### src/sv/bq_pkg.sv
// ----------------------------------------------------------------------------
// bq_pkg: shared types, constants and arithmetic helpers
// Widths, coefficient slot codes, the cell-to-cell hand-off type and the
// Q15 product and clamp helpers used by the cascade.
// ----------------------------------------------------------------------------
package bq_pkg;

  localparam int NUM_STAGES = 16;
  localparam int SLOTS      = 6;
  localparam int SAMPLE_W   = 16;
  localparam int STAGE_W    = 5;
  localparam int SLOT_W     = 3;
  localparam int PROD_W     = 2 * SAMPLE_W;
  localparam int QSHIFT     = 15;
  localparam int TERM_W     = PROD_W - QSHIFT;
  // Five Q15 terms of at most 2^15 in magnitude need three bits of headroom.
  localparam int ACC_W      = SAMPLE_W + 3;
  localparam int QMAX       = 32767;
  localparam int IN_DATA_W  = 40;

  typedef logic signed [SAMPLE_W-1:0] sample_t;
  typedef logic signed [PROD_W-1:0]   prod_t;
  typedef logic signed [TERM_W-1:0]   term_t;
  typedef logic signed [ACC_W-1:0]    acc_t;
  typedef logic [STAGE_W-1:0]         stage_t;
  typedef logic [SLOT_W-1:0]          slot_t;

  localparam slot_t SLOT_B0   = 3'd0;
  localparam slot_t SLOT_B1   = 3'd1;
  localparam slot_t SLOT_B2   = 3'd2;
  localparam slot_t SLOT_A1   = 3'd3;
  localparam slot_t SLOT_A2   = 3'd4;
  localparam slot_t SLOT_GAIN = 3'd5;

  localparam logic REQ_SAMPLE = 1'b0;
  localparam logic REQ_COEF   = 1'b1;

  localparam stage_t OUT_GAIN_STAGE = STAGE_W'(NUM_STAGES);

  localparam sample_t QMAX_S = SAMPLE_W'(QMAX);
  localparam sample_t QMIN_S = -SAMPLE_W'(QMAX);

  typedef struct packed {
    logic    en;
    stage_t  stage;
    slot_t   slot;
    sample_t value;
  } coef_wr_t;

  typedef struct packed {
    logic    valid;
    sample_t data;
  } hand_t;

  // Floor of product / 2^15: arithmetic shift keeps the upper bits.
  function automatic term_t qterm(input prod_t p);
    qterm = p[PROD_W-1:QSHIFT];
  endfunction

  function automatic sample_t clampq(input acc_t v);
    if (v > acc_t'(QMAX)) begin
      clampq = QMAX_S;
    end else if (v < -acc_t'(QMAX)) begin
      clampq = QMIN_S;
    end else begin
      clampq = v[SAMPLE_W-1:0];
    end
  endfunction

endpackage

### src/sv/bq_cell.sv
// ----------------------------------------------------------------------------
// bq_cell: one Direct Form I biquad section
// Holds the section's gain and five coefficients and its four delay values.
// A single multiplier forms the six products one after another; the clamped
// result is handed to the next cell in the cycle the last term is summed.
// ----------------------------------------------------------------------------
module bq_cell (
  input  logic             clk,
  input  logic             rst_n,
  input  bq_pkg::stage_t   stage_id,
  input  bq_pkg::coef_wr_t wr,
  input  bq_pkg::hand_t    in_h,
  output bq_pkg::hand_t    out_h
);
  import bq_pkg::*;

  localparam logic [2:0] LAST_STEP = 3'd6;

  sample_t    coef_r [SLOTS];
  sample_t    xd1_r, xd2_r, yd1_r, yd2_r;
  logic       busy_r;
  logic [2:0] step_r;
  sample_t    v_r;
  sample_t    x0_r;
  prod_t      prod_r;
  acc_t       acc_r;

  sample_t mul_a, mul_b;
  acc_t    term_ext;
  acc_t    acc_nxt;
  sample_t y0;

  always_comb begin
    case (step_r)
      3'd0: begin
        mul_a = coef_r[SLOT_GAIN];
        mul_b = v_r;
      end
      3'd1: begin
        mul_a = coef_r[SLOT_B1];
        mul_b = xd1_r;
      end
      3'd2: begin
        mul_a = coef_r[SLOT_B0];
        mul_b = x0_r;
      end
      3'd3: begin
        mul_a = coef_r[SLOT_B2];
        mul_b = xd2_r;
      end
      3'd4: begin
        mul_a = coef_r[SLOT_A1];
        mul_b = yd1_r;
      end
      3'd5: begin
        mul_a = coef_r[SLOT_A2];
        mul_b = yd2_r;
      end
      default: begin
        mul_a = '0;
        mul_b = '0;
      end
    endcase
  end

  // The product registered last cycle is summed now, but at step 1 the sum is
  // cleared; the feedback terms arrive in the last two steps and are subtracted.
  always_comb begin
    term_ext = ACC_W'(qterm(prod_r));
    case (step_r) inside
      3'd1:         acc_nxt = '0;
      3'd5, 3'd6:   acc_nxt = acc_r - term_ext;
      default:      acc_nxt = acc_r + term_ext;
    endcase
    y0 = clampq(acc_nxt);
  end

  assign out_h.valid = busy_r && (step_r == LAST_STEP);
  assign out_h.data  = y0;

  always_ff @(posedge clk) begin
    if (!rst_n) begin
      busy_r <= 1'b0;
      step_r <= '0;
      xd1_r  <= '0;
      xd2_r  <= '0;
      yd1_r  <= '0;
      yd2_r  <= '0;
      for (int i = 0; i < SLOTS; i++) begin
        coef_r[i] <= '0;
      end
    end else begin
      if (wr.en && (wr.stage == stage_id) && (wr.slot < SLOT_W'(SLOTS))) begin
        coef_r[wr.slot] <= wr.value;
      end
      if (in_h.valid) begin
        busy_r <= 1'b1;
        step_r <= '0;
      end else if (busy_r) begin
        if (step_r == LAST_STEP) begin
          busy_r <= 1'b0;
          xd2_r  <= xd1_r;
          xd1_r  <= x0_r;
          yd2_r  <= yd1_r;
          yd1_r  <= y0;
        end
        step_r <= step_r + 3'd1;
      end
    end
  end

  always_ff @(posedge clk) begin
    if (in_h.valid) begin
      v_r <= in_h.data;
    end
    prod_r <= mul_a * mul_b;
    acc_r  <= acc_nxt;
    if (step_r == 3'd1) begin
      x0_r <= clampq(term_ext);
    end
  end

endmodule

### config.mk
export PLATFORM = sky130hd
export DESIGN_NAME = bq_cell
export DESIGN_NICKNAME = d
export VERILOG_FILES = /design/src/sv/bq_pkg.sv /design/src/sv/bq_cell.sv
export SDC_FILE = /design/constraint.sdc
export NUM_CORES = 1
export LEC_CHECK = 0
export ABC_AREA = 1
export BUFFER_PORTS_ARGS = -buffer_cell sky130_fd_sc_hd__clkbuf_2
export CORE_MARGIN = 5
export CORE_UTILIZATION = 42
export CTS_CLUSTER_DIAMETER = 150
export DETAILED_ROUTE_END_ITERATION = 8
export PLACE_DENSITY = 0.68
export REMOVE_ABC_BUFFERS = 1
export SYNTH_ARGS = -nofsm -noshare
export SYNTH_HDL_FRONTEND = slang
export SYNTH_SLANG_ARGS = --single-unit
### constraint.sdc
create_clock -name clk -period 11.6 [get_ports clk]
set_input_delay 2.32 -clock clk [delete_from_list [all_inputs] [get_ports clk]]
set_output_delay 2.32 -clock clk [all_outputs]
set_load 0.02 [all_outputs]
==> results.yml <==
global_route:
  antenna_found_initial: 0
  grt_max_degree: 71
  grt_pass1_wl_mm: 91.91
  gr-total-overflow: 0
  grt_pass1_vias: 17190
  grt_usage_pct: 21.23
floorplanning:
  row_count: 82
  die-area_sq_mm: 0.05462
  io_pins: 66
  core_sq_mm: 0.04986
  initial_utilization_pct: 42.16
  die_y_um: 233.7
  die_w_um: 233.7
synthesis:
  synth_seq_cells: 232
  netlist_area_sq_mm: 0.02102
  synth.most_common_cell: "inv_1"
  synth_fa_ha_area_share_pct: 31.14
  ys_types: 54
  synth-compound-area-share_pct: 7.518
  synth_xor_area_share_pct: 1.458
  synth_area_leaders: "fa_1 25%, edfxtp_1 18%, dfxtp_1 9.9%"
  synth.avg_cell_area_sq_um: 8.325
  yosys.area.top_type: "fa_1"
  synthSimpleGateAreaFrac_pct: 20.01
  synth_mux_area_share_pct: 0
  ys_seq_area_share_pct: 28.19
  synth_commonest_cells: "546 x inv_1, 457 x nand2_1, 374 x nor2_1"
  synth_warnings: 0
  yosys.area.top_type_share_pct: 24.95
  synth-edff-count: 128
  postSynth.asyncResetShare_pct: 0
  synthFlopType: "edfxtp_1"
  synth_top_family_by_area: "adder cells"
  synth_cells: 2525
setup_path:
  worstPathMaxFanout: 21
  regToRegSetupSlack_ns: 3.81
  endpoint: "prod_r[30]"
  worstRegToRegCells: 30
  worstSetupStartpointType: "flop"
  end_kind: "flop"
  slowest_delay_ns: 0.68
  cpMaxStageDelayCell: "nor4_4"
  path_class: "reg2reg"
  timing.rr.end: "prod_r[30]"
  arrival_ns: 8.21
  r2r_start: "step_r[0]"
  crit_top_cell: "nand2_1"
  cp_data_required_time_ns: 12.02
  crit_start: "step_r[0]"
detailed_routing:
  avgRoutedWirePerCell_um: 17.50
  num_vias: 16750
  drt_iter0_drc: 1561
  via_per_inst: 5.137
  drtPass1Iterations: 5
  wl_mm: 57.05
  drcViolationCount: 0
  ant_nets: 0
cts:
  cts_num_sinks: 232
  cts_buffers: 22
  htree_levels: 1
  clockBufferDepth: 3
  clk_latency_ns: 0.53
  ctsHoldBuffers: 0
  clock_tree.root_cell: "clkbuf_16"
  tritoncts: "built"
  cts-resized-gates: 0
  clkTransAtPathRegs_ns: 0.07
  cts_setup_buffers: 0
finish:
  insertedDiodeCount: 0
  syn_to_final_growth_pct: 8.470
  fin_nets: 2988
  fin_area_sq_mm: 0.02280
  drive_gt1_share_pct: 7.261
  fillCellCount: 4940
timing:
  skew_ns: 0.01652
  finalSetupTns_ns: 0
  fin_crit_sh_pct: 67.19
  period_needed_ns: 7.794
  hold_viol_final: 0
  relSlewSlack_pct: 16.59
  setup_viol: 0
  tightest_slew_ns: 1.247
  drv_slew: 0
  fmax_mhz: 128.3
  rsz0062_at_grt: "false"
  setup_ws_ns: 3.806
place:
  gp_congestion: 0.9156
  place_area_sq_mm: 0.02210
  pre_cts_ws_ns: 3.849
  io_buffers: 65
  hpwl_mm: 44.43
hold_path:
  worstHoldPathType: "reg2reg"
outcome:
  outcome: "finished, final reports clean"
run:
  drv_cap: 0
## layout by cell type, fill, tap and decap left out, drive strengths merged, types with 25 or more instances in the layout
cell and n:
xor2 25, buf 29, clkbuf 90, nor4 26, fa 262, nand3 77, nor2 378, ha 104
dfxtp 104, inv 562, edfxtp 128, o21ai 113, nand2 462, a21oi 100
## worst max-delay path: cells and delay by family, from the launching register on
kind                     cells  cell delay (ns)
adder cells (fa/ha/maj)      8             3.61
buffers and inverters        9             1.47
AND/OR/NAND/NOR              9             1.45
AO/OA/AOI/OAI                4             0.76
flip-flops                   1             0.39
## state kept, by name, indices dropped and copies added, names as in the netlist
signal / cells
acc_r: 19
yd1_r: 16
x0_r: 16
xd2_r: 16
busy_r: 1
step_r: 3
yd2_r: 16
v_r: 16
xd1_r: 16
prod_r: 17
coef_r: 96
## final cells by class
class	instances	area [sq um]	share of cell area [%]
tap	672	840.8	3.688
inverter	563	2113	9.269
clock buffer	25	561.8	2.464
sequential	232	5926	25.99
timing repair buffer	94	543.0	2.382
multi-input combinational	1660	12670	55.59
clock inverter	15	141.4	0.6201
## layer usage
metal	share of wire, %	GRT usage, %	routed length (um)	vias to the layer above
li1	-	-	-	7830
met1	43	29.59	24380	8209
met2	46	33.72	26240	617
met3	7.3	3.561	4179	97
met4	4.0	7.433	2260	0
met5	0	0	0	-
## worst min-delay path by stage
| stage | start | endpoint | slack [ns] | cells past startpoint |
|---|---|---|---|---|
| after floorplan | xd2_r[10] | xd2_r[10] | 0.42 | 2 |
| after detailed placement | yd2_r[2] | yd2_r[2] | 0.44 | 2 |
| final | yd2_r[2] | yd2_r[2] | 0.46 | 2 |
| after global placement | yd2_r[10] | yd2_r[10] | 0.44 | 2 |
| after CTS | yd2_r[2] | yd2_r[2] | 0.45 | 2 |
| after global routing | xd2_r[10] | xd2_r[10] | 0.48 | 2 |
## cells by family (layout without fill, tap and decap cells)
kind of cell / after synthesis / count (layout)
xor+xnor: 35 / 35
buf+inv: 633 / 697
compound gates: 274 / 274
flops: 232 / 232
simple gates: 985 / 985
fa+ha+maj: 366 / 366
## stage by stage
step	std cells	utilization [%]	hold WS (ns)
CTS	3261	45.73	0.4530
finish	3261	45.73	0.4585
global placement	3221	44.32	0.4376
global route	3261	45.73	0.4770
floorplan	2455	-	0.4239
detailed placement	3221	44.32	0.4430
Power is left out: the tool's default activity adds up to more than one toggle a clock period on the data nets, which glitch-free logic cannot reach.
